==> src/sv/assert_macros.svh <==
// ---------------------------------------------------------------------------
// Assertion macros
// Short forms for clocked concurrent assertions on clock, disabled in reset.
// ---------------------------------------------------------------------------
`ifndef ASSERT_MACROS_SVH
`define ASSERT_MACROS_SVH

// Plain property, checked at every rising edge outside reset.
`define KVHP_ASSERT(label, prop, msg) \
   label: assert property (@(posedge clock) disable iff (reset) prop) else $error(msg);

// Consequent checked in the cycle after the antecedent.
`define KVHP_ASSERT_NEXT(label, ante, cons, msg) \
   `KVHP_ASSERT(label, (ante) |=> (cons), msg)

`endif

==> src/sv/kvhp_pkg.sv <==
// ---------------------------------------------------------------------------
// kvhp_pkg
// Shared constants, payload types and the column weighting function of the
// 5x5 high-pass filter.
// ---------------------------------------------------------------------------
package kvhp_pkg;

   // Image geometry.
   localparam int MAX_WIDTH    = 1024;
   localparam int MAX_HEIGHT   = 4096;
   localparam int KERNEL_SIZE  = 5;
   localparam int LINES        = KERNEL_SIZE - 1;
   localparam int MIN_DIM      = 5;
   localparam int PIX_W        = 8;
   localparam int COL_W        = $clog2(MAX_WIDTH);
   localparam int ROW_W        = $clog2(MAX_HEIGHT);
   localparam int LINE_WORD_W  = LINES * PIX_W;

   // Configuration registers.
   localparam int WIDTH_REG_W  = 11;
   localparam int HEIGHT_REG_W = 13;
   localparam int CSR_DATA_W   = 13;
   localparam int CSR_INDEX_W  = 1;
   localparam int WIDTH_RESET  = 1024;
   localparam int HEIGHT_RESET = 1024;

   // Comparison widths for the counters against the effective dimensions.
   localparam int WCMP_W = (WIDTH_REG_W > COL_W + 1) ? WIDTH_REG_W : COL_W + 1;
   localparam int HCMP_W = (HEIGHT_REG_W > ROW_W + 1) ? HEIGHT_REG_W : ROW_W + 1;

   // Arithmetic widths of the weighted column sums and the window sum.
   localparam int A_W   = 11;
   localparam int B_W   = 13;
   localparam int C_W   = 13;
   localparam int SUM_W = 15;

   // Result queue.
   localparam int RESULT_DEPTH = 8;
   localparam int FIFO_PTR_W   = $clog2(RESULT_DEPTH);
   localparam int FIFO_CNT_W   = FIFO_PTR_W + 1;

   typedef enum logic [CSR_INDEX_W-1:0] {
      REG_IMAGE_WIDTH  = 1'b0,
      REG_IMAGE_HEIGHT = 1'b1
   } csr_index_type;

   typedef struct packed {
      logic [PIX_W-1:0] pixel;
      logic             frame_start;
   } req_data_type;

   typedef struct packed {
      logic [PIX_W-1:0] filtered;
      logic             row_end;
      logic             frame_end;
   } rsp_data_type;

   // One column of the window, already weighted by the three column profiles.
   typedef struct packed {
      logic signed [A_W-1:0] a;
      logic signed [B_W-1:0] b;
      logic signed [C_W-1:0] c;
   } col_sums_type;

   // Write port of the line store.
   typedef struct packed {
      logic                   en;
      logic [COL_W-1:0]       addr;
      logic [LINE_WORD_W-1:0] data;
   } ls_write_type;

   // Per-item marks carried down the pipeline.
   typedef struct packed {
      logic emit;
      logic row_end;
      logic frame_end;
   } tag_type;

   // Weights one column (top pixel first) by the outer, inner and centre
   // column profiles of the kernel: a = [-1 2 -2 2 -1], b = [2 -6 8 -6 2],
   // c = [-2 8 -12 8 -2].
   function automatic col_sums_type col_weigh(input logic [PIX_W-1:0] p0,
                                              input logic [PIX_W-1:0] p1,
                                              input logic [PIX_W-1:0] p2,
                                              input logic [PIX_W-1:0] p3,
                                              input logic [PIX_W-1:0] p4);
      logic signed [SUM_W-1:0] e0;
      logic signed [SUM_W-1:0] e1;
      logic signed [SUM_W-1:0] e2;
      logic signed [SUM_W-1:0] e3;
      logic signed [SUM_W-1:0] e4;
      logic signed [SUM_W-1:0] sa;
      logic signed [SUM_W-1:0] sb;
      logic signed [SUM_W-1:0] sc;
      col_sums_type            r;
      e0 = $signed({{(SUM_W-PIX_W){1'b0}}, p0});
      e1 = $signed({{(SUM_W-PIX_W){1'b0}}, p1});
      e2 = $signed({{(SUM_W-PIX_W){1'b0}}, p2});
      e3 = $signed({{(SUM_W-PIX_W){1'b0}}, p3});
      e4 = $signed({{(SUM_W-PIX_W){1'b0}}, p4});
      sa = -e0 + (e1 <<< 1) - (e2 <<< 1) + (e3 <<< 1) - e4;
      sb = (e0 <<< 1) - ((e1 <<< 2) + (e1 <<< 1)) + (e2 <<< 3)
           - ((e3 <<< 2) + (e3 <<< 1)) + (e4 <<< 1);
      sc = -(e0 <<< 1) + (e1 <<< 3) - ((e2 <<< 3) + (e2 <<< 2))
           + (e3 <<< 3) - (e4 <<< 1);
      r.a = sa[A_W-1:0];
      r.b = sb[B_W-1:0];
      r.c = sc[C_W-1:0];
      return r;
   endfunction

endpackage

==> src/sv/kvhp_column_cell.sv <==
// ---------------------------------------------------------------------------
// kvhp_column_cell
// One column of the 5x5 window, held as its weighted sums and handed to the
// left neighbour on every shift.
// ---------------------------------------------------------------------------
module kvhp_column_cell (
   input  logic                   clock,
   input  logic                   shift_en,
   input  kvhp_pkg::col_sums_type sums_in,
   output kvhp_pkg::col_sums_type sums_out
);

   kvhp_pkg::col_sums_type sums_ff;
   kvhp_pkg::col_sums_type sums_in_sel;

   // Take the neighbour's column on a shift, otherwise hold.
   always_comb begin
      sums_in_sel = shift_en ? sums_in : sums_ff;
   end

   always_ff @(posedge clock) begin
      sums_ff <= sums_in_sel;
   end

   assign sums_out = sums_ff;

endmodule

==> config.mk <==
export PLATFORM = sky130hd
export DESIGN_NAME = kvhp_column_cell
export DESIGN_NICKNAME = d
export VERILOG_FILES = /design/src/sv/assert_macros.svh /design/src/sv/kvhp_pkg.sv /design/src/sv/kvhp_column_cell.sv
export SDC_FILE = /design/constraint.sdc
export NUM_CORES = 1
export LEC_CHECK = 0
export ABC_AREA = 1
export BUFFER_PORTS_ARGS = -buffer_cell sky130_fd_sc_hd__buf_2
export CELL_PAD_IN_SITES_DETAIL_PLACEMENT = 0
export CELL_PAD_IN_SITES_GLOBAL_PLACEMENT = 2
export CORE_MARGIN = 3
export CORE_UTILIZATION = 28
export DETAILED_ROUTE_END_ITERATION = 7
export PLACE_DENSITY_LB_ADDON = 0.3
export SLEW_MARGIN = 25
export SYNTH_ARGS = -nofsm -noshare
export SYNTH_HDL_FRONTEND = slang
export SYNTH_SLANG_ARGS = --single-unit
==> constraint.sdc <==
create_clock -name clock -period 1.1 [get_ports clock]
set_clock_uncertainty 0.05 [all_clocks]
set_input_delay 0.055 -clock clock [delete_from_list [all_inputs] [get_ports clock]]
set_output_delay 0.055 -clock clock [all_outputs]
set_load 0.05 [all_outputs]
**After elaboration in Yosys (flattened, before gate mapping)**

Index checks and enable logic that the tools add are counted.

- Register bits after elaboration: 37
- Bits of input ports: 39
- Output and inout port bits: 37
- Logic and storage cells: 3

**Depth between registers and ports, before layout**

Gate-level depths: netlist of the first run.

- Depth in word-level cells: 0
- Depth in mapped cells: 0
- Mapped depth without buffers: 0

**Worst setup path before layout of the first run**

No wires, ideal clock.

- Path type: register -> output
- Start point: reg sums_ff (netlist bit sums_out[0])
- End point: out sums_out[0] (netlist bit)
- Arrival: 601 ps
- Data required time: 995 ps
- Slack: 394 ps
- Stages on the path, launching flop included: 1
- Path buffers: 0
- Cell sequence: edfxtp_1

RTL lines:

| element | RTL line | RTL |
|---|---|---|
| start, declared | kvhp_column_cell.sv:13 | `kvhp_pkg::col_sums_type sums_ff;` |
| start signal, assigned | kvhp_column_cell.sv:22 | `sums_ff <= sums_in_sel;` |
| end, declared | kvhp_column_cell.sv:10 | `output kvhp_pkg::col_sums_type sums_out` |

No word-level cell between the ends.

**Final worst setup path of the first run**

- Start point: reg sums_ff (netlist bit sums_out[5])
- End point: out sums_out[5] (netlist bit)

No word-level cell between the ends.

==> results list, run 1 <==
* Largest register FFs: 37
- Relative max-transition margin: 0.823
- Across the run, the number of max-cap violations was 0.
- In the final layout, the share of cells above drive strength 1 is 0.519.
* Timing-limited maximum frequency: 1020 MHz
- The worst setup path is launched from a flop.
- Entering global routing, the biggest net connects 21 pins.
- Pre-CTS WS: between 0.3 and 0.4 ns
- In the finished design, the share of the clock period the worst path needs comes to 0.895.
* Top area cells in the synthesized netlist: sky130_fd_sc_hd__edfxtp_1 (100%)
* Startpoint of the tightest hold check path: shift_en
- Most area-hungry cell type in the Yosys netlist: sky130_fd_sc_hd__edfxtp_1
- The first global-routing pass estimated between 3000 and 4000 um of wire.
- Y dimension of the die: ~69 um
* Combined area of the multi-input logic cells: 0 sq um
- For the worst setup path, the data arrival time is 0.88 ns.
* Number of vias after detailed routing: between 800 and 900
- Number of antenna violations at the first check in global routing: 0
- Together, buffers and inverters on the worst path number 1.
- The worst setup path is captured at a primary output.
* Worst min path class: in2reg
- Gp weighted congestion: 0.626
- The first routing iteration left 38 violations.
- Count of flip-flops with a built-in enable after synthesis: 37
* Largest voltage drop on the vdd net: 0.973 mV
* Overall Global Routing Usage: 0.112
- In this run the worst setup path begins at sums_out[5].
- Leading cell type by number of instances after synthesis: sky130_fd_sc_hd__edfxtp_1
- Most used standard cells in the synthesized netlist: sky130_fd_sc_hd__edfxtp_1 (37)
- Multi-In Gates: 0
* Proportion of synthesized chip area in sequential cells: 1.00
* Leftover overflow at the end of global routing: 0
* Number of nets in the layout: just under 200
- Worst-Margin Slew: roughly 0.27 ns
- Total negative slack for setup checks: 0 ns
- Cell-by-cell listing of the critical path: buf_2
- Area added between synthesis and finish: 83.0%
- The number of slew-limit violations in the final report was 0.
- For this run, design rule violations remaining after detail routing come to 0.
- Crit path setup slack, layout: between 0.1 and 0.15 ns
* Total setup violations reported at the end of the flow: 0
* Slowest stage cell on the critical path: sky130_fd_sc_hd__edfxtp_1
- After clock tree synthesis, the clock-pin slew on the worst setup and hold paths is roughly 0.06 ns.
- Of all nets on the critical path, the largest fanout is 1.
- The number of different library cells used by synthesis comes to 1.
- Clock root buffer master: sky130_fd_sc_hd__clkbuf_8
- 0 antenna diodes ended up in the layout.
- Number of rows in the core area: 22
- Die ar.: around 4800 sq um
- The core region is roughly 3700 sq um.
- In this run the count of I/O pins placed on the die edge is 76.
- The synthesized netlist occupies a cell area of between 1000 and 1500 sq um.
- For this design the static power due to leakage is between 0.0008 and 0.0009 uW.
- Broken down by cell family, the worst path's largest delay share belongs to flip-flops.
* Fraction of synthesis flops using an asynchronous set or reset pin: 0
- In this run the remaining antenna-violating nets after routing total 0.
- Number of endpoints with negative hold slack in the final report: 0
* Clock buffers created by TritonCTS: 5
* Largest stage delay, worst path: 0.38 ns
- Run status: finished, final reports clean
- Ratio of routed vias to standard cells: roughly 3.9
* Post-layout minimum cycle time: roughly 1 ns
* Startpoint-to-endpoint class of the critical path: reg2out
- Yosys printed 0 warnings.
- After synthesis, the mean cell area works out to approximately 30 sq um.
- Among all flip-flop cells after synthesis, the most frequent one is sky130_fd_sc_hd__edfxtp_1.
* Clk sinks: 37
* Filler Cell Count: approximately 330
* Via count of the first global-routing pass: roughly 800
- Required arrival time at the worst endpoint: 1.00 ns
- The die is around 70 um wide.
* Pre-antenna DRT Iters: 4
- Total number of H-tree levels: 2
- For this configuration, the core starts out at a cell density of 0.297.
* Setup repair after global routing missed its margin: no
- TritonCTS built the clock tree.
* Post-cts repair resize count: 0
* Clock buffer depth: 2
* Cell area power density: about 1600 nW/um^2
* Count of input and output buffers: 75
- Synthesis produced a netlist whose cell count is 37.
* Nets in the synthesized netlist: 76
* Total length of routed wires: around 2500 um
- Yosys top cell area share: 1.00
* Final routed wire length divided by cell count: 12.2 um
- The synthesized design contains 37 register bits.
placed cells by master, fill, tap and decap left out:
master / n
sky130_fd_sc_hd__clkinv_1: 1
sky130_fd_sc_hd__dlygate4sd3_1: 37
sky130_fd_sc_hd__clkbuf_8: 5
sky130_fd_sc_hd__buf_2: 75
sky130_fd_sc_hd__buf_12: 2
sky130_fd_sc_hd__clkbuf_1: 1
sky130_fd_sc_hd__edfxtp_1: 37
report_power, final:
group | switching (uW) | leakage [uW] | total [uW] | internal, uW
sequential | 24.7 | 0.000362 | 1700 | 1670
combinational | 482 | 0.000468 | 699 | 217
clock | 415 | 0.0000387 | 842 | 426
total | 922 | 0.000869 | 3240 | 2320
path summary, 6_finish.rpt:
path | slack [ns] | end | depth (start not counted)
worst max-delay path | 0.12 | sums_out[5] | 1
worst min-delay path | 0.16 | sums_out[6] | 2
routing by layer:
metal / global-route usage / vias to the layer above / part of all wire
met3: 0.0438 / 7 / 0.079
met2: 0.208 / 39 / 0.58
met1: 0.104 / 372 / 0.32
met4: 0.0584 / 0 / 0.019
li1: - / 390 / -
met5: 0 / - / 0
cells by family (layout without fill, tap and decap cells):
logic type	Yosys count	in the layout	share of synthesized area
DFF	37	37	1.00
buffers and inverters	0	121	0
through the flow:
| stage | instance area (sq um) | hold slack [ns] | power [uW] | std cells | util |
|---|---|---|---|---|---|
| after floorplan | 1110 | 0.104 | 2130 | 37 | - |
| after global placement | 1590 | 0.181 | 2320 | 162 | 0.424 |
| after detailed placement | 1590 | 0.183 | 2340 | 162 | 0.424 |
| after CTS | 2030 | 0.157 | 3280 | 206 | 0.543 |
| after global routing | 2030 | 0.161 | 3390 | 206 | 0.543 |
| final | 2030 | 0.164 | 3240 | 206 | 0.543 |
area by class of cell:
class                 count  area, sq um  share of cell area
timing repair buffer    114          786               0.386
tap                      48         60.1              0.0295
sequential               37         1110               0.546
clock inverter            1         3.75             0.00185
clock buffer              6         72.6              0.0357
timing repair:
action	in CTS	in global routing
hold endpoints to repair	37	0
hold buffers	37	0
setup buffers	0	0
No activity file was read; power rests on OpenSTA's default activity.
==> run 2: changes to the inputs <==
Settings changed: PLACE_DENSITY_LB_ADDON 0.3 to 0.15, SKIP_LAST_GASP set to 1.
==> run 2 against run 1 <==
Effect of this change:
- global-route usage grew 0.45 points
- sequential power hardly changed
- routed wire length up 1.3%
- cell count fell by 0.49%
- via count down 0.25%
- flip-flop and latch count did not move
- final area decreased by 0.98%
- maximum frequency down 0.40%
- setup slack got worse by 0.0039 ns
- clock power fell by 0.5%
- utilization is 0.53 points lower
- non-clock buffer count shrank 1
- critical path type unchanged
- largest cell class unchanged
==> results list, run 2 (same netlist as run 1, synthesis figures left out) <==
- The maximum fanout along the worst path is 1 (unchanged).
- Combined area of the multi-input logic cells: 0 sq um (unchanged)
- Switching share of power: 0.284 (about the same)
* Post-route fraction of the period consumed by the critical path: 0.899 (+0.00359)
- Clock power frac: 0.260 (about the same)
- Via count of the first global-routing pass: 833 (+2.6%)
* Standby leakage power: 0.000860 uW (-1.1%)
* Final routed wire length divided by cell count: 12.4 um (+1.8%)
* Most common library cell in the layout ignoring fill and taps: sky130_fd_sc_hd__buf_2
* Max-cap viol count: 0 (unchanged)
* Gp weighted congestion: 0.611 (-2.5%)
- The net count reported at finish came to 196 (-0.51%).
- Type of origin of the critical path: flop
* Clock buffer depth: 2 (unchanged)
- The number of DRC violations after detailed-routing iteration 0 came to 40 (+5.3%).
* Clock root buffer master: sky130_fd_sc_hd__clkbuf_8
- Die width: 69.0 um (unchanged)
* Post-layout minimum cycle time: 0.988 ns (+0.00395 ns)
* Largest voltage drop on the vdd net: 0.909 mV (-6.5%)
- The first-pass GRT wire length was 3710 um (+2.3%).
- CP top delay family: flip-flops
- The area after detailed placement came to 1570 sq um (-1.3%).
- The critical path goes through buf_2.
- Total length of routed wires: 2540 um (+1.3%)
* Launching instance or port of the critical path: sums_out[9]
* Pre-antenna DRT Iters: 4 (unchanged)
* Startpoint-to-endpoint class of the critical path: reg2out
* Number of cells on the critical path: 1 (unchanged)
- Pre-CTS WS: 0.348 ns (-0.0281 ns)
* Fin cells: 205 (-0.49%)
- Total number of H-tree levels: 2 (unchanged)
* Clock-pin transition on the worst setup and hold timing paths: 0.06 ns (about the same)
- Leftover overflow at the end of global routing: 0 (unchanged)
* Arrival time reported for the critical path endpoint: 0.88 ns (about the same)
- TritonCTS built the clock tree.
* Ant. Diodes: 0 (unchanged)
* Core region area: 3740 sq um (unchanged)
- The largest individual stage delay along the critical path comes from the cell sky130_fd_sc_hd__edfxtp_1.
- The number of filler cells placed in the layout was 315 (-3.1%).
- Pin count of the biggest net entering global routing: 38 (+81%)
- I/O pin count: 76 (unchanged)
* Number of antenna violations at the first check in global routing: 0 (unchanged)
- Internal power of the cells: 2310 uW (-0.30%)
* Total negative slack for setup checks: 0 ns (unchanged)
- The placement row count is 22 (unchanged).
- The least setup slack across all paths after layout was 0.112 ns (-0.00395 ns).
- Routed metal-1 wirelength: 936 um (+16%)
- Run status: finished, final reports clean
* Setup fix buffers added after clock tree synthesis: 0 (unchanged)
- Final Slew Violations: 0 (unchanged)
- The detailed-routed wire length on met2 is 1240 um (-15%).
- STA classifies the critical path endpoint as a primary output.
- The area of the die is 4760 sq um (unchanged).
- Starting utilization of the core area: 0.297 (unchanged)
* Startpoint of the tightest hold check path: shift_en
- The area of all placed cells without fillers came to 2010 sq um (-0.98%).
- The quantity of hold-fixing buffers added after cts came to 37 (unchanged).
* Cell area power density: 1600 nW/um^2 (+0.66%)
- The floorplan die height came to 69.0 um (unchanged).
- Part of the total power dissipated in combinational logic: 0.214 (-0.002)
- The number of multi-input combinational cells was 0 (unchanged).
- The number of DRC violations after detailed routing is 0 (unchanged).
* Sequential power share: 0.526 (+0.002)
* Wire length on met3: 314 um (+58%)
* Largest stage delay, worst path: 0.34 ns (-0.04 ns)
- In this run the worst hold path is classified as in2reg.
- Number of endpoints with negative hold slack in the final report: 0 (unchanged)
- Area added between synthesis and finish: 81.2%
* Number of routed nets with antenna violations: 0 (unchanged)
- Overall Global Routing Usage: 0.117 (+0.00448)
- Number of vias after detailed routing: 806 (-0.25%)
- Ratio of routed vias to standard cells: 3.93 (+0.24%)
- Net load switching power: 918 uW (-0.42%)
- The worst endpoint required time is 1.00 ns (about the same).
- Buffers & Inverters on Critical Path: 1 (unchanged)
* Placed Instances: 161 (-0.62%)
- The clock sink count came to 37 (unchanged).
* Count of input and output buffers: 75 (unchanged)
- Clock buffers created by TritonCTS: 5 (unchanged)
- Setup repair after global routing left no endpoint under its margin.
* Relative max-transition margin: 0.828 (+0.00499)
- The count of endpoints failing setup in the final report came to 0 (unchanged).
- Share of post-route cells with drive strength above 1: 0.516 (-0.00306)
- Top metal layer carrying routed signals: met4
* Number of cells on the worst hold path: 2 (unchanged)
* Post-Route Utilization: 0.538 (-0.00535)
* Timing-limited maximum frequency: 1010 MHz (-0.40%)
- The post-cts sizing count is 0 (unchanged).
- Largest register FFs: 37 (unchanged)
- The measured slew at the worst slew-check pin came to 0.260 ns (-0.00754 ns).
- Most used cells in the layout excluding fill and tap cells: sky130_fd_sc_hd__buf_2 (75), sky130_fd_sc_hd__dlygate4sd3_1 (37), sky130_fd_sc_hd__edfxtp_1 (37)
[run 2: per-stage QoR]
stage / total power [uW] / hold slack, ns
floorplan: 2130 / 0.104
global placement: 2320 / 0.182
detailed placement: 2330 / 0.184
CTS: 3280 / 0.193
global route: 3390 / 0.198
finish: 3230 / 0.196
[run 2: power groups by stage]
stage / registers (uW) / clock network [uW] / logic, uW
2_1_floorplan: 2130 / 0 / 0
3_3_place_gp: 1730 / 0 / 592
3_5_place_dp: 1730 / 0 / 597
4_1_cts: 1700 / 880 / 696
5_1_grt: 1710 / 951 / 727
6_report: 1700 / 838 / 692
[run 2: path summary, 6_finish.rpt]
path	slack, ns	to
max	0.11	sums_out[9]
min	0.20	sums_out[6]
[run 2: layer usage]
layer,GRT usage,up-vias
li1,-,388
met1,0.121,356
met2,0.190,53
met3,0.0632,9
met4,0.0584,0
met5,0,-
[run 2: layout make-up]
| class | count | area (sq um) | share of cell area |
|---|---|---|---|
| Clock buffer | 6 | 72.6 | 0.0360 |
| Clock inverter | 1 | 3.75 | 0.00186 |
| Timing Repair Buffer | 113 | 766 | 0.380 |
| Sequential cell | 37 | 1110 | 0.552 |
| Tap cell | 48 | 60.1 | 0.0298 |
==> run 3: changes to the inputs <==
--- a/config.mk
+++ b/config.mk
@@ -12,3 +12,3 @@
 export CORE_MARGIN = 3
-export CORE_UTILIZATION = 28
+export CORE_UTILIZATION = 23
 export DETAILED_ROUTE_END_ITERATION = 7
==> constraint.sdc (replaced) <==
create_clock -name clock -period 0.9 [get_ports clock]
set_clock_uncertainty 0.05 [all_clocks]
set_input_delay 0.09 -clock clock [delete_from_list [all_inputs] [get_ports clock]]
set_output_delay 0.09 -clock clock [all_outputs]
set_load 0.05 [all_outputs]
==> run 3 against run 2 <==
Effect of this change:
- the run now ends with setup timing left
- count of clock-buffer cells in the layout unchanged
- sequential share of layout area down 6.0 points
- cell count up 2.4%
- critical endpoint is now sums_out[36]
- largest power group unchanged
==> results list, run 3 (same netlist as run 1, synthesis figures left out) <==
* Post-Route Utilization: 0.501 (-0.0367)
- The largest individual stage delay along the critical path comes from the cell sky130_fd_sc_hd__edfxtp_1.
- Clk sinks: 37 (unchanged)
* Clock-pin transition on the worst setup and hold timing paths: 0.07 ns (about the same)
- Required arrival time at the worst endpoint: 0.76 ns (-0.24 ns)
- The initial antenna violation count is 0 (unchanged).
- Largest voltage drop on the vdd net: 0.878 mV (-3.5%)
- Worst min path class: in2reg
- The net count reported at finish came to 197 (+0.51%).
* Total power: 4150 uW (+29%)
- Pre-CTS WS: 0.101 ns (-0.246 ns)
- Timing-limited maximum frequency: 1010 MHz
* Placed standard-cell area: 1580 sq um (+0.80%)
* Largest register FFs: 37 (unchanged)
- I/O pin count: 76 (unchanged)
- Gp weighted congestion: 0.613 (+0.44%)
* Arrival time reported for the critical path endpoint: 0.85 ns (-0.03 ns)
- Largest stage delay, worst path: 0.40 ns (+0.06 ns)
* Relative max-transition margin: 0.889 (+0.0612)
* Leftover overflow at the end of global routing: 0 (unchanged)
- The number of multi-input combinational cells came to 0 (unchanged).
- Die ar.: 5700 sq um (+20%)
* CTS tree: done
- The top cell types in the final layout, fill and taps aside, are sky130_fd_sc_hd__buf_2 (38), sky130_fd_sc_hd__dlygate4sd3_1 (37), sky130_fd_sc_hd__buf_6 (37), sky130_fd_sc_hd__edfxtp_1 (37), sky130_fd_sc_hd__clkbuf_8 (5).
- The root buffer cell chosen for the clock tree is sky130_fd_sc_hd__clkbuf_8.
* Max-cap viol count: 0 (unchanged)
- The detailed-route wire length per cell was 12.6 um (+1.5%).
- Final Slew Violations: 0 (unchanged)
- First-pass GRT wire length: 3940 um (+6.1%)
- CP top delay family: flip-flops
- Number of endpoints with negative hold slack in the final report: 0 (unchanged)
- The detailed-route wire length is 2640 um (+3.9%).
- The measured slew at the worst slew-check pin is 0.167 ns (-0.0935 ns).
- The fraction of final layout cells sized beyond drive strength 1 is 0.519 (+0.00306).
- The aggregate global-route resource usage was 0.0995 (-0.0170).
- Clock buffers created by TritonCTS: 5 (unchanged)
- Startpoint-to-endpoint class of the critical path: reg2out
- Most common library cell in the layout ignoring fill and taps: sky130_fd_sc_hd__buf_2
* Pre-antenna DRT Iters: 4 (unchanged)
- Die width: 75.5 um (+9.4%)
* Ratio of routed vias to standard cells: 3.86 (-1.9%)
* Ant. Diodes: 0 (unchanged)
* Starting utilization of the core area: 0.247 (-0.0501)
* Core region area: 4500 sq um (+20%)
- Standby leakage power: 0.000943 uW (+9.7%)
- Violated checks: setup timing
- The total negative slack for setup checks came to -2.46 ns (-2.46 ns).
- The smallest clock period supported by the final layout is computed as approximately 1 ns.
* Setup repair after global routing missed its margin: yes
* Clock buffer depth: 2 (unchanged)
* Y dimension of the die: 75.5 um (+9.4%)
* Sort of element at the end of the critical path: primary output
* Detailed Route Iter0 Violations: 58 (+45%)
- Cell area power density: 1840 nW/um^2 (+15%)
* Crit path setup slack, layout: -0.0909 ns (-0.202 ns)
* Total number of H-tree levels: 2 (unchanged)
* Cell-by-cell listing of the critical path: buf_6
- Count of input and output buffers: 75 (unchanged)
* Combined area of the multi-input logic cells: 0 sq um (unchanged)
* Total setup violations reported at the end of the flow: 37 (+37)
* DRC errors left: 0 (unchanged)
- Run status: finished, violations left
- The via count of the first global-routing pass is 850 (+2.0%).
- The count of buffering cells on the critical path with inverters included was 1 (unchanged).
* Number of rows in the core area: 24 (+9.1%)
* Setup fix buffers added after clock tree synthesis: 0 (unchanged)
- Post-route cell area: 2260 sq um (+12%)
* Type of origin of the critical path: flop
- The via total after detailed routing was 810 (+0.50%).
- Critical path peak fanout: 1 (unchanged)
* Area added between synthesis and finish: 103%
- Of the available clock period, the critical path in the final layout requires 1.10.
* Number of routed nets with antenna violations: 0 (unchanged)
* Pin count of the biggest net entering global routing: 25 (-34%)
## run 3: changes by cell type in the layout (fill, tap and decap cells not counted)
cell / previous run / this run
sky130_fd_sc_hd__buf_4: 0 / 1
sky130_fd_sc_hd__buf_6: 0 / 37
sky130_fd_sc_hd__buf_2: 75 / 38
## run 3: through the flow
step                      instances  hold slack (ns)
after floorplan                  37            0.139
after global placement          166            0.216
after detailed placement        166            0.219
after CTS                       210            0.195
after global routing            210            0.191
final                           210            0.191
## run 3: path summary, 6_finish.rpt
kind / cells after the start / endpoint / from / slack (ns)
setup / recovery: 1 / sums_out[36] / sums_out[36] / -0.09
hold / removal: 2 / sums_out[9] / shift_en / 0.19
## run 3: repair_timing
action / in CTS / in global routing
gates resized for setup: 74 / 0
hold buffers: 37 / 0
hold endpoints to repair: 37 / 0
endpoints found under the setup margin: 37 / 37
pin swaps: 0 / 0
## run 3: where the power goes
group          total [uW]  internal (uW)  switching, uW  leakage (uW)
combinational        1010            415            591      0.000542
sequential           2110           2050           59.5      0.000362
clock                1040            521            517     0.0000387
total                4150           2990           1170      0.000943
## run 3: metal layers
metal / global-route usage / wire, um
met1: 0.0997 / 908
met5: 0 / 0
met4: 0.0641 / 59
met2: 0.171 / 1510
met3: 0.0396 / 163
## run 3: final cells by class
cell class	count	area (sq um)
timing repair buffer	114	1000
clock inverter	1	3.75
sequential	37	1110
tap	52	65.1
clock buffer	6	72.6
fill	394	2250
