<file path="config.mk">
export PLATFORM = sky130hd
export DESIGN_NAME = kvhp_result_fifo
export DESIGN_NICKNAME = d
export VERILOG_FILES = /design/src/sv/assert_macros.svh /design/src/sv/kvhp_pkg.sv /design/src/sv/kvhp_result_fifo.sv
export SDC_FILE = /design/constraint.sdc
export NUM_CORES = 1
export LEC_CHECK = 0
export BUFFER_PORTS_ARGS = -buffer_cell sky130_fd_sc_hd__buf_2
export CAP_MARGIN = 15
export CORE_UTILIZATION = 43
export DETAILED_ROUTE_END_ITERATION = 8
export GPL_TIMING_DRIVEN = 0
export PLACE_DENSITY = 0.65
export RECOVER_POWER = 100
export SYNTH_ARGS = -nofsm -noshare
export SYNTH_HDL_FRONTEND = slang
export SYNTH_SLANG_ARGS = --single-unit
</file>
<file path="constraint.sdc">
create_clock -name clock -period 2.8 [get_ports clock]
set_clock_uncertainty 0.1 [all_clocks]
set_input_delay 0.84 -clock clock [delete_from_list [all_inputs] [get_ports clock]]
set_output_delay 0.84 -clock clock [all_outputs]
set_load 0.005 [all_outputs]
</file>
<file path="src/sv/assert_macros.svh">
// ---------------------------------------------------------------------------
// Assertion macros
// Short forms for clocked concurrent assertions on clock, disabled in reset.
// ---------------------------------------------------------------------------
`ifndef ASSERT_MACROS_SVH
`define ASSERT_MACROS_SVH

// Plain property, checked at every rising edge outside reset.
`define KVHP_ASSERT(label, prop, msg) \
   label: assert property (@(posedge clock) disable iff (reset) prop) else $error(msg);

// Consequent checked in the cycle after the antecedent.
`define KVHP_ASSERT_NEXT(label, ante, cons, msg) \
   `KVHP_ASSERT(label, (ante) |=> (cons), msg)

`endif

</file>
<file path="src/sv/kvhp_pkg.sv">
// ---------------------------------------------------------------------------
// kvhp_pkg
// Shared constants, payload types and the column weighting function of the
// 5x5 high-pass filter.
// ---------------------------------------------------------------------------
package kvhp_pkg;

   // Image geometry.
   localparam int MAX_WIDTH    = 1024;
   localparam int MAX_HEIGHT   = 4096;
   localparam int KERNEL_SIZE  = 5;
   localparam int LINES        = KERNEL_SIZE - 1;
   localparam int MIN_DIM      = 5;
   localparam int PIX_W        = 8;
   localparam int COL_W        = $clog2(MAX_WIDTH);
   localparam int ROW_W        = $clog2(MAX_HEIGHT);
   localparam int LINE_WORD_W  = LINES * PIX_W;

   // Configuration registers.
   localparam int WIDTH_REG_W  = 11;
   localparam int HEIGHT_REG_W = 13;
   localparam int CSR_DATA_W   = 13;
   localparam int CSR_INDEX_W  = 1;
   localparam int WIDTH_RESET  = 1024;
   localparam int HEIGHT_RESET = 1024;

   // Comparison widths for the counters against the effective dimensions.
   localparam int WCMP_W = (WIDTH_REG_W > COL_W + 1) ? WIDTH_REG_W : COL_W + 1;
   localparam int HCMP_W = (HEIGHT_REG_W > ROW_W + 1) ? HEIGHT_REG_W : ROW_W + 1;

   // Arithmetic widths of the weighted column sums and the window sum.
   localparam int A_W   = 11;
   localparam int B_W   = 13;
   localparam int C_W   = 13;
   localparam int SUM_W = 15;

   // Result queue.
   localparam int RESULT_DEPTH = 8;
   localparam int FIFO_PTR_W   = $clog2(RESULT_DEPTH);
   localparam int FIFO_CNT_W   = FIFO_PTR_W + 1;

   typedef enum logic [CSR_INDEX_W-1:0] {
      REG_IMAGE_WIDTH  = 1'b0,
      REG_IMAGE_HEIGHT = 1'b1
   } csr_index_type;

   typedef struct packed {
      logic [PIX_W-1:0] pixel;
      logic             frame_start;
   } req_data_type;

   typedef struct packed {
      logic [PIX_W-1:0] filtered;
      logic             row_end;
      logic             frame_end;
   } rsp_data_type;

   // One column of the window, already weighted by the three column profiles.
   typedef struct packed {
      logic signed [A_W-1:0] a;
      logic signed [B_W-1:0] b;
      logic signed [C_W-1:0] c;
   } col_sums_type;

   // Write port of the line store.
   typedef struct packed {
      logic                   en;
      logic [COL_W-1:0]       addr;
      logic [LINE_WORD_W-1:0] data;
   } ls_write_type;

   // Per-item marks carried down the pipeline.
   typedef struct packed {
      logic emit;
      logic row_end;
      logic frame_end;
   } tag_type;

   // Weights one column (top pixel first) by the outer, inner and centre
   // column profiles of the kernel: a = [-1 2 -2 2 -1], b = [2 -6 8 -6 2],
   // c = [-2 8 -12 8 -2].
   function automatic col_sums_type col_weigh(input logic [PIX_W-1:0] p0,
                                              input logic [PIX_W-1:0] p1,
                                              input logic [PIX_W-1:0] p2,
                                              input logic [PIX_W-1:0] p3,
                                              input logic [PIX_W-1:0] p4);
      logic signed [SUM_W-1:0] e0;
      logic signed [SUM_W-1:0] e1;
      logic signed [SUM_W-1:0] e2;
      logic signed [SUM_W-1:0] e3;
      logic signed [SUM_W-1:0] e4;
      logic signed [SUM_W-1:0] sa;
      logic signed [SUM_W-1:0] sb;
      logic signed [SUM_W-1:0] sc;
      col_sums_type            r;
      e0 = $signed({{(SUM_W-PIX_W){1'b0}}, p0});
      e1 = $signed({{(SUM_W-PIX_W){1'b0}}, p1});
      e2 = $signed({{(SUM_W-PIX_W){1'b0}}, p2});
      e3 = $signed({{(SUM_W-PIX_W){1'b0}}, p3});
      e4 = $signed({{(SUM_W-PIX_W){1'b0}}, p4});
      sa = -e0 + (e1 <<< 1) - (e2 <<< 1) + (e3 <<< 1) - e4;
      sb = (e0 <<< 1) - ((e1 <<< 2) + (e1 <<< 1)) + (e2 <<< 3)
           - ((e3 <<< 2) + (e3 <<< 1)) + (e4 <<< 1);
      sc = -(e0 <<< 1) + (e1 <<< 3) - ((e2 <<< 3) + (e2 <<< 2))
           + (e3 <<< 3) - (e4 <<< 1);
      r.a = sa[A_W-1:0];
      r.b = sb[B_W-1:0];
      r.c = sc[C_W-1:0];
      return r;
   endfunction

endpackage

</file>
<file path="src/sv/kvhp_result_fifo.sv">
// ---------------------------------------------------------------------------
// kvhp_result_fifo
// Small result queue that decouples the filter pipeline from the output
// channel.
// ---------------------------------------------------------------------------
module kvhp_result_fifo (
   input  logic                   clock,
   input  logic                   reset,
   input  logic                   push,
   input  kvhp_pkg::rsp_data_type push_data,
   input  logic                   pop,
   output logic                   out_valid,
   output kvhp_pkg::rsp_data_type out_data
);

   kvhp_pkg::rsp_data_type             entries_ff [kvhp_pkg::RESULT_DEPTH];
   logic [kvhp_pkg::FIFO_PTR_W-1:0]    wr_ptr_ff;
   logic [kvhp_pkg::FIFO_PTR_W-1:0]    rd_ptr_ff;
   logic [kvhp_pkg::FIFO_CNT_W-1:0]    count_ff;
   logic [kvhp_pkg::FIFO_CNT_W-1:0]    count_in;

   // Occupancy after this cycle's push and pop.
   always_comb begin
      count_in = count_ff + kvhp_pkg::FIFO_CNT_W'(push) - kvhp_pkg::FIFO_CNT_W'(pop);
   end

   // Pointers and count.
   always_ff @(posedge clock) begin
      if (reset) begin
         wr_ptr_ff <= '0;
         rd_ptr_ff <= '0;
         count_ff  <= '0;
      end else begin
         if (push) begin
            wr_ptr_ff <= wr_ptr_ff + 1'b1;
         end
         if (pop) begin
            rd_ptr_ff <= rd_ptr_ff + 1'b1;
         end
         count_ff <= count_in;
      end
   end

   // Entry storage.
   always_ff @(posedge clock) begin
      if (push) begin
         entries_ff[wr_ptr_ff] <= push_data;
      end
   end

   assign out_valid = (count_ff != '0);
   assign out_data  = entries_ff[rd_ptr_ff];

endmodule

</file>
# [After elaboration in Yosys (flattened, before gate mapping)]
# Memories as Yosys holds them, arrays and structs flattened. A register that Yosys moved wholly into a read port is not among the register bits.
# Cells that the tools add are included.
[op_classes] n_reduce_logical=1 add_sub_neg=4 n_mux=4
[ops] operator="adder 3 x 1 -> 3 bit (second input constant)" n=2
[ops] operator="2-to-1 mux 3 bit" n=2
[ops] operator="adder 4 x 1 -> 4 bit" n=1
[ops] operator="nonzero test 4 bit" n=1
[ops] operator="subtractor 4 x 1 -> 4 bit" n=1
[ops] operator="2-to-1 mux 1 bit" n=2
[word_totals] memories=1 wordCells=13 output_inout_bits=11 ff_bits=10 mem_bits_rw=80 inputBits=14
[memory_table] name="entries_ff" words=8 width=10 rd=1 rd_clocked_by_memory_dff=1 wr=1 line="kvhp_result_fifo.sv:16" source="kvhp_pkg::rsp_data_type entries_ff [kvhp_pkg::RESULT_DEPTH];"

# [Logic depth before layout (Yosys ltp)]
# Gate-level depths: netlist of the first run.
[logic_depth] ltp_word=3 mapped_depth=8

# [Least setup slack after synthesis of the first run]
# Ideal clock, no wire load.
[synth_timing] path_type="flip-flop to output port" start="register (tool-made name)" end="output out_data[0] in the netlist's numbering" path_stages_with_launch=4 path_buffers=1 required_ps=1860 setup_slack_ps=565 arrival_ps=1295 cell_sequence="dfxtp_1 buf_6 mux4_1 mux2_2"
[synth_rtl] element="end, declared" line="kvhp_result_fifo.sv:13" source="output kvhp_pkg::rsp_data_type out_data"

==> results, run 1 <==
- The run finished with clean final reports.
- The total design power is 2.82 mW.
- The worst setup path is of the flop to output pin kind.
- Yosys mapped a number of flops with a built-in enable equal to 80.
- Dividing the final minimum period by the clock period gives 0.994.
- The share of cells above drive strength 1 is 0.279.
- The largest single stage delay on the critical path is 0.50 ns.
- The final setup violation count is 0.
- The most common flop cell mapped by yosys is sky130_fd_sc_hd__edfxtp_1.
- The max-slew violation count came to 0.
- Measured against its own limit, the worst slew margin works out to 0.242.
- The final number of hold-violating endpoints was 0.
- Timing would allow up to 359 MHz.
- For this design the static power due to leakage is 1.38 nW.
- By count the netlist is led by sky130_fd_sc_hd__edfxtp_1, sky130_fd_sc_hd__mux4_1, sky130_fd_sc_hd__nor2_1.
- The placer congestion estimate is 0.671.
- In the routed layout, each cell is associated on average with a via count of 5.26.
- Post-CTS timing repair inserted 0 buffers for setup.
- The average routed wire per standard cell is 20.0 um.
- The critical path contains buffers and inverters numbering 2 combined.
- The post-layout instance area is 0.00418 mm2.
- The repair_antennas step left the layout with diodes totalling 0.
- The layout overhead on the synthesized area is 13.5%.
- The floorplan row count is 33.
- In this run, synthesis produced a sequential element count of 93.
- Max-cap violations in this run came to 0.
- The number of antenna violations at the first check in global routing was 0.
- In the final design database the tool counted 246 nets.
- Synthesis produced 183 cells.
- The signal on the critical path passes through buf_8 > mux4_2 > mux2_4 > buf_6.
- At the worst endpoint, the arrival time is 1.84 ns.
- The first detailed-routing pass took 4 iterations.
- Setup repair after global routing could not meet its margin everywhere.
- The master of the slowest instance on the critical path is sky130_fd_sc_hd__mux4_2.
- When the netlist entered floorplanning its net count stood at 205.
- In the post-synthesis netlist, the cell with the most instances is sky130_fd_sc_hd__edfxtp_1.
- The detailed-route via count is 1756.
- Buffers inserted to repair hold after CTS numbered 0.
- The HPWL after detailed placement is 3.72 mm.
- For this design, the sink count on the clock tree is 93.
- After clock tree synthesis, the clock-pin slew on the worst setup and hold paths is 0.09 ns.
- The number of global-route vias before repair is 1708.
- The final critical-path required period is 2.78 ns.
- The I/O pin count is 25.
- The type of origin of the critical path is a flop.
- The family with the most delay on the worst path is multiplexers.
- The clock root buffer master is sky130_fd_sc_hd__clkbuf_8.
- The cell count of the worst reg-to-reg path is 3.
- The DRC violation count after routing is 0.
- The final layout contains routed wiring with a total length of 6.68 mm.
- VDD sags by at most 0.312 mV.
- The required time reported for the critical path endpoint is 1.86 ns.
- The critical register-to-register path startpoint is wr_ptr_ff[2].
- Power spread over the standard cell area amounts to 675 mW/mm2.
- The utilization of the core after routing is 0.506.
- The sum of overflow across all layers after global routing is 0.
- Yosys printed 0 warnings.
- The largest area contributor in the synthesized netlist is sky130_fd_sc_hd__edfxtp_1.
- From bottom edge to top edge, the die measures 94.5 um.
- The maximum number of pins on one net before global-route repair is 19.
- In the synthesized netlist the async set-or-reset flop fraction comes to 0.
- CTS built an H-tree with a depth of 3.
- The count of cells along the worst hold path is 2.
- The capturing element type of the critical path is an output pin.
- The global-route total usage across every layer is 0.163.
- The transition at the pin with the smallest max-transition slack is 1.13 ns.
- The number of buffers created by CTS is 9.
- The mapped netlist covers 0.00368 mm2.
- The largest fanout of any net on the critical path is 5.
- The initial utilization of the core area, before any placement, comes to 0.446.
- The worst hold path class is flop to flop.
- The average size of a mapped cell is 20.1 um2.
- After synthesis, the cell types taking the most area are sky130_fd_sc_hd__edfxtp_1, sky130_fd_sc_hd__mux4_1, sky130_fd_sc_hd__dfxtp_1.
- The full die area is 0.00893 mm2.
- After detailed placement, the total cell area comes to 0.00397 mm2.
- The origin of the worst min-delay path is rd_ptr_ff[1].
- The minimum setup slack among reg-to-reg paths is 0.56 ns.
- The endpoint of the most critical register-to-register path is entries_ff[0][2].
- No sink is reached through more buffers than the 2 on the longest clock path.
- The global-route wire length before repair is 10.0 mm.
- The smallest hold slack is 0.436 ns.
- The fraction of post-synthesis cell area in the top cell type by area is 0.653.
- The placeable core area is 0.00826 mm2.
- From left edge to right edge, the die measures 94.5 um.
- The residual antenna-violating net count after detailed routing is 0.
- The count of unique library cells instantiated by Yosys is 21.
- Input and output buffers added on the ports amount to 24.
- The later-pin clock latency in the skew report is 0.35 ns.
- The share of synthesized area occupied by flip-flops and latches is 0.723.
- TritonCTS built the clock tree.
- The number of DRC violations after detailed-routing iteration 0 is 136.
-- what timing repair did --
item                       in CTS  in global routing
cloned                          2                  0
setup endpoints to repair      10                 10
gates resized for setup        34                 12
-- where the power goes --
part           switching, mW  internal (mW)
sequential            0.0367           1.56
clock                  0.505          0.346
combinational          0.167          0.206
-- tightest hold or removal path, stage by stage, from the launching register on --
cell and delay [ns]:
sky130_fd_sc_hd__dfxtp_1 0.32, sky130_fd_sc_hd__mux2i_1 0.12, sky130_fd_sc_hd__nor2_1 0.06
-- cells in the final DEF, fill, tap and decap left out, drive strengths merged, types with 3 or more instances in the layout --
cell | netlist | layout
buf | 3 | 15
clkbuf | 3 | 30
clkinv | 0 | 3
dfxtp | 13 | 13
edfxtp | 80 | 80
ha | 7 | 7
inv | 7 | 10
mux2 | 10 | 10
mux4 | 20 | 20
nand2 | 4 | 4
nand2b | 4 | 4
nor2 | 16 | 16
xor2 | 3 | 3
-- flip-flops by register name (all words and copies together) (netlist names), named ones only --
name / count
rd_ptr_ff: 3
count_ff: 4
entries_ff: 80
wr_ptr_ff: 3
-- layout make-up --
type / count / area (um2)
buffer: 5 / 48.8
clock inverter: 7 / 67.6
sequential: 93 / 2670
clock buffer: 9 / 124
timing repair buffer: 31 / 208
multi-input combinational: 77 / 906
inverter: 7 / 26.3
fill: 713 / 4080
tap: 105 / 131
-- per-stage QoR --
stage / cells / setup TNS [ns] / setup WS (ns)
floorplan: 183 / 0 / 0.565
global placement: 312 / -5.88 / -0.300
detailed placement: 314 / 0 / 0.157
CTS: 331 / -0.122 / -0.0304
global route: 334 / -0.269 / -0.0375
finish: 334 / 0 / 0.0162
-- logic make-up (layout without fill, tap and decap cells) --
| kind of cell | after synthesis | after routing | synth area share |
|---|---|---|---|
| AOI/OAI and AO/OA | 3 | 3 | 0.00510 |
| xor gates and xnor gates | 5 | 5 | 0.0119 |
| adders and majority gates | 8 | 8 | 0.0292 |
| buffers and inverters | 13 | 59 | 0.0173 |
| DFF | 93 | 93 | 0.723 |
| muxes | 32 | 32 | 0.179 |
| and+or+nand+nor | 29 | 29 | 0.0343 |
-- worst max-delay path by stage --
stage          from               end  slack [ns]  cells past startpoint
3_5_place_dp   flop       out_data[0]        0.16                      4
2_1_floorplan  flop       out_data[0]        0.56                      3
4_1_cts        flop       out_data[3]       -0.03                      4
3_3_place_gp   push  entries_ff[4][4]       -0.30                      3
6_report       flop       out_data[1]        0.02                      4
5_1_grt        flop       out_data[1]       -0.04                      4
-- metal layers --
layer / share of wire / global-route usage / routed length [um]
met5: 0 / 0 / 0
met4: 0.0093 / 0.0606 / 62
met3: 0.047 / 0.0362 / 315
met2: 0.50 / 0.261 / 3350
met1: 0.44 / 0.221 / 2950
Power figures use the tool's default switching activity.
==> run 2: changes to the inputs <==
--- a/config.mk
+++ b/config.mk
@@ -11,4 +11,5 @@
 export DETAILED_ROUTE_END_ITERATION = 8
 export GPL_TIMING_DRIVEN = 0
+export HOLD_SLACK_MARGIN = 0.06
 export PLACE_DENSITY = 0.65
 export RECOVER_POWER = 100
==> constraint.sdc (replaced) <==
create_clock -name clock -period 2.8 [get_ports clock]
set_clock_uncertainty 0.1 [all_clocks]
set_input_delay 0.56 -clock clock [delete_from_list [all_inputs] [get_ports clock]]
set_output_delay 0.56 -clock clock [all_outputs]
set_load 0.005 [all_outputs]
==> results, run 2 (synthesis results as in run 1) <==
- The net count of the finished layout is 245.
- The number of buffers and inverters on the critical path is 2.
- The residual antenna-violating net count after detailed routing is 0.
- In this run the worst path has a maximum fanout of 10.
- Ranked by flip-flop count, first place goes to entries_ff.
- The master of the slowest instance on the critical path is sky130_fd_sc_hd__mux4_1.
- The register with the most flip-flops in the layout has 80 of them.
- The total wirelength of the detailed-routed design is 6.32 mm.
- The number of clock sinks is 93.
- The die is 94.5 um tall.
- The hold buffer count at cts is 0.
- The number of antenna cells inserted is 0.
- The final HPWL from detailed placement is 3.72 mm.
- The routed design could run at a clock period as short as 2.55 ns.
- The critical path goes through buf_6 > mux4_1 > mux2_2 > buf_2.
- The placeable core area is 0.00826 mm2.
- The max-slew violation count is 0.
- The run finished with clean final reports.
- Routability-driven placement finished with a final weighted congestion of 0.671.
- The classification of the worst setup path is flop to output pin.
- The number of clock buffers added by TritonCTS is 9.
- The most frequent standard cell in the layout excluding fill and tap cells is sky130_fd_sc_hd__edfxtp_1.
- The power per cell area is 669 mW/mm2.
- Among cell families on the critical path, the largest total delay comes from multiplexers.
- After clock tree synthesis, the clock-pin slew on the worst setup and hold paths is 0.10 ns.
- The floorplan step defined a die boundary enclosing 0.00893 mm2.
- Setup repair after global routing left no endpoint under its margin.
- The transition at the pin with the smallest max-transition slack is 1.19 ns.
- For this block, the via count after detailed routing is 1761.
- Dividing the final minimum period by the clock period gives 0.912.
- The floorplan row count is 33.
- From left edge to right edge, the die measures 94.5 um.
- Across every metal layer, demand over resource in global routing totals 0.153.
- The standby leakage power is 1.38 nW.
- The average routed wire per standard cell is 19.0 um.
- Across the VDD grid, the largest voltage drop is 0.310 mV.
- Timing would allow up to 392 MHz.
- The final number of hold-violating endpoints is 0.
- The number of levels in the clock H-tree is 3.
- The min-delay analysis places its worst path in the category primary input to flop.
- The I/O pin count is 25.
- The library cells used most frequently in the layout, excluding fill and tap cells, are sky130_fd_sc_hd__edfxtp_1, sky130_fd_sc_hd__clkbuf_1, sky130_fd_sc_hd__mux4_1.
- Setup violations remaining at the end of the flow were counted as 0.
- The clock root buffer master is sky130_fd_sc_hd__clkbuf_8.
- STA classifies the critical path startpoint as a flop.
- The number of DRC violations after detailed-routing iteration 0 is 111.
- Gates resized during post-CTS repair numbered 0.
- TritonCTS built the clock tree.
- Headroom to the max-slew limit came out at 0.203.
- Data on the critical path arrives at its endpoint at 1.89 ns.
- Data on the critical path is required at its endpoint by 2.14 ns.
- In the final layout, the registers with the most flip-flops are entries_ff: 80 flops, count_ff: 4 flops.
- The smallest hold slack is 0.428 ns.
- The effective utilization at floorplan is 0.446.
- The via count normalized by instance count is 5.29.
- The later-pin clock latency in the skew report is 0.36 ns.
- The layout overhead on the synthesized area is 12.1%.
- The number of fill cells in the layout is 715.
- The design draws 2.76 mW.
- Entering global routing, the biggest net connects 19 pins.
- The share of cells above drive strength 1 is 0.171.
- The tool flagged a number of max-cap violations equal to 0.
- The number of detailed-route iterations in the first pass is 4.
- The capturing element type of the critical path is an output pin.
- Input and output buffers added on the ports amount to 24.
- Summed over all layers, the global routing overflow is 0.
- The number of global-route vias before repair is 1690.
- The utilization of the core after routing is 0.500.
- In the routed design, unresolved DRC markers number 0.
- The deepest clock path buffer count is 2.
- The number of antenna violations at the first check in global routing was 0.
- The final sum of negative setup slack is 0 ns.
- For this run, the slowest stage of the critical path takes 0.56 ns.
- The global-route wire length before repair is 9.37 mm.
- The buffer count from post-CTS setup fixing is 0.
run 2: tightest hold or removal path, delay by kind of cell:
family        cells  cell delay, ns
buf+inv           1            0.13
xor+xnor          1            0.08
simple gates      1            0.08
run 2: final timing paths:
kind           startpoint               end  slack [ns]  depth (start not counted)
max                  flop       out_data[7]        0.25                          4
min                   pop              flop        0.43                          3
max reg2reg  wr_ptr_ff[2]  entries_ff[0][2]        0.52                          3
min reg2reg  rd_ptr_ff[1]      rd_ptr_ff[1]        0.44                          2
run 2: area by class of cell:
cell class              count  area [um2]  share of cell area
flip-flops and latches     93        2660               0.645
multi-input cells          77         955               0.231
well taps                 105         131              0.0318
clock buffers               9         124              0.0300
repair buffers             29         119              0.0288
clock inverters             7        67.6              0.0164
plain buffers               6        40.0             0.00971
inverters                   7        26.3             0.00637
run 2: per-layer routing:
layer	track usage	vias up	part of all wire
met5	0	-	0
met4	0.0606	0	0.016
met3	0.0403	9	0.044
met2	0.250	45	0.50
met1	0.196	896	0.43
li1	-	811	-
run 2: power breakdown:
group	switching, mW	internal [mW]	leakage (nW)	total (mW)
sequential	0.0226	1.56	0.834	1.58
combinational	0.164	0.158	0.450	0.322
clock	0.510	0.346	0.0954	0.855
run 2: through the flow:
stage,cells,area (um2),setup slack [ns]
final,333,4130,0.248
after global routing,333,4130,0.172
after CTS,330,4160,0.0290
after detailed placement,314,3970,0.437
after global placement,312,3930,-0.0200
after floorplan,183,3680,0.845
==> run 3: changes to the inputs <==
SETUP_SLACK_MARGIN = 0.4   (was unset)
==> results, run 3 (synthesis results as in run 1) <==
- The transition at the pin with the smallest max-transition slack is 1.11 ns.
- Routability-driven placement finished with a final weighted congestion of 0.671.
- The number of antenna violations at the first check in global routing was 0.
- The max-slew violation count came to 0.
- Total power for the finished layout comes to 2.82 mW.
- For the worst setup path, the data required time is 2.14 ns.
- The clock passes through at most 2 buffers.
- The number of levels in the clock H-tree is 3.
- The most frequent standard cell in the layout excluding fill and tap cells is sky130_fd_sc_hd__edfxtp_1.
- The sum of overflow across all layers after global routing is 0.
- The standby leakage power is 1.39 nW.
- The final setup violation count is 0.
- Ranked by flip-flop count, first place goes to entries_ff.
- The share of the clock period used by the worst path is 0.937.
- The full die area is 0.00893 mm2.
- In this design, the stage delay of the slowest critical-path cell is 0.50 ns.
- Entering global routing, the biggest net connects 19 pins.
- The largest fanout of any net on the critical path is 5.
- The library cells used most frequently in the layout, excluding fill and tap cells, are sky130_fd_sc_hd__edfxtp_1, sky130_fd_sc_hd__mux4_2, sky130_fd_sc_hd__clkbuf_1.
- Counting both buffers and inverters, the worst setup path holds a total of 2.
- The number of clock sinks is 93.
- The I/O pin count is 25.
- The effective utilization at floorplan is 0.446.
- The headroom to the max-slew limit is 0.253.
- The run finished with clean final reports.
- The classification of the worst setup path is flop to output pin.
- The number of global-route vias before repair is 1732.
- The number of antenna cells inserted is 0.
- The detailed-route via count is 1769.
- The global-route total usage across every layer is 0.164.
- The count of buffers from port buffering is 24.
- Clock tree synthesis inserted a total of 9 buffers.
- The average routed wire per standard cell is 19.8 um.
- The worst hold path class is primary input to flop.
- After clock tree synthesis, the clock-pin slew on the worst setup and hold paths is 0.10 ns.
- Timing would allow up to 381 MHz.
- In the final design database the tool counted 247 nets.
- After routing, the total negative slack on setup checks comes to 0 ns.
- The worst setup path is launched from a flop.
- The total wirelength of the detailed-routed design is 6.63 mm.
- The final HPWL from detailed placement is 3.72 mm.
- The power per cell area is 674 mW/mm2.
- The DRC violation count after routing is 0.
- The smallest hold slack is 0.423 ns.
- The maximum vdd ir drop is 0.312 mV.
- The number of detailed-route iterations in the first pass is 4.
- The arrival time at the worst endpoint is 1.96 ns.
- In this run the vertical extent of the chip is 94.5 um.
- The via count normalized by instance count is 5.28.
- The floorplan row count is 33.
- The clock root buffer master is sky130_fd_sc_hd__clkbuf_8.
- The first global-routing pass estimated 10.1 mm of wire.
- The layout overhead on the synthesized area is 13.6%.
- The largest registers in the layout are entries_ff: 80 flops, count_ff: 4 flops.
- TritonCTS built the clock tree.
- The register with the most flip-flops in the layout has 80 of them.
- In this run the remaining antenna-violating nets after routing total 0.
- The family with the most delay on the worst path is multiplexers.
- The later-pin clock latency in the skew report is 0.36 ns.
- After layout, the minimum clock period comes to 2.62 ns.
- Across the run, the number of max-cap violations was 0.
- The detailed router finished its first iteration with 145 violations.
- The placeable core area is 0.00826 mm2.
- The number of fill cells in the layout is 714.
- The critical path goes through buf_8 > mux4_2 > mux2_1 > buf_6.
- The share of cells above drive strength 1 is 0.283.
- The capturing element type of the critical path is an output pin.
- Once layout is complete, the utilization of the core stands at 0.506.
- The buffer count from post-CTS setup fixing is 0.
- Setup repair after global routing could not meet its margin everywhere.
- The final number of hold-violating endpoints is 0.
- The width of the die is 94.5 um.
- The master of the slowest instance on the critical path is sky130_fd_sc_hd__mux4_2.
run 3: where the power goes:
| part | leakage [nW] | internal (mW) | switching (mW) |
|---|---|---|---|
| clock | 0.0954 | 0.345 | 0.506 |
| sequential | 0.834 | 1.56 | 0.0280 |
| combinational | 0.456 | 0.204 | 0.174 |
| total | 1.39 | 2.11 | 0.708 |
run 3: worst register-to-register path: cells and delay by family (launching register included):
family | cells | cell delay (ns)
simple gates | 2 | 1.05
buf+inv | 1 | 0.41
flops | 1 | 0.34
run 3: repair_timing:
item,CTS,global route
cloned,2,0
hold buffers,0,0
setup endpoints to repair,10,10
resized for setup,43,5
run 3: routing by layer:
metal,routed length (um),GRT usage,up-vias
met4,116,0.0606,0
met1,2980,0.225,912
met5,0,0,-
met3,266,0.0362,11
met2,3270,0.258,50
li1,-,-,796
run 3: path summary, 6_finish.rpt:
check                           to  slack, ns    startpoint  depth (start not counted)
setup / recovery       out_data[9]       0.18          flop                          4
hold reg to reg               flop       0.44  rd_ptr_ff[1]                          2
hold / removal                flop       0.42           pop                          3
setup reg to reg  entries_ff[0][5]       0.57  wr_ptr_ff[2]                          3
run 3: through the flow:
step / instance area, um2 / worst slack, ns / std cells
floorplan: 3680 / 0.845 / 183
global placement: 3930 / -0.0200 / 312
detailed placement: 3970 / 0.437 / 314
CTS: 4200 / 0.268 / 332
global route: 4180 / 0.128 / 335
finish: 4180 / 0.176 / 335
run 3: cell type report:
cell class / count / area, um2 / share of cell area
Clock inverter: 7 / 67.6 / 0.0162
Tap cell: 105 / 131 / 0.0314
Sequential cell: 93 / 2660 / 0.637
Clock buffer: 9 / 124 / 0.0296
Multi-Input combinational cell: 77 / 898 / 0.215
Buffer: 6 / 60.1 / 0.0144
Inverter: 7 / 26.3 / 0.00628
Timing Repair Buffer: 31 / 210 / 0.0503
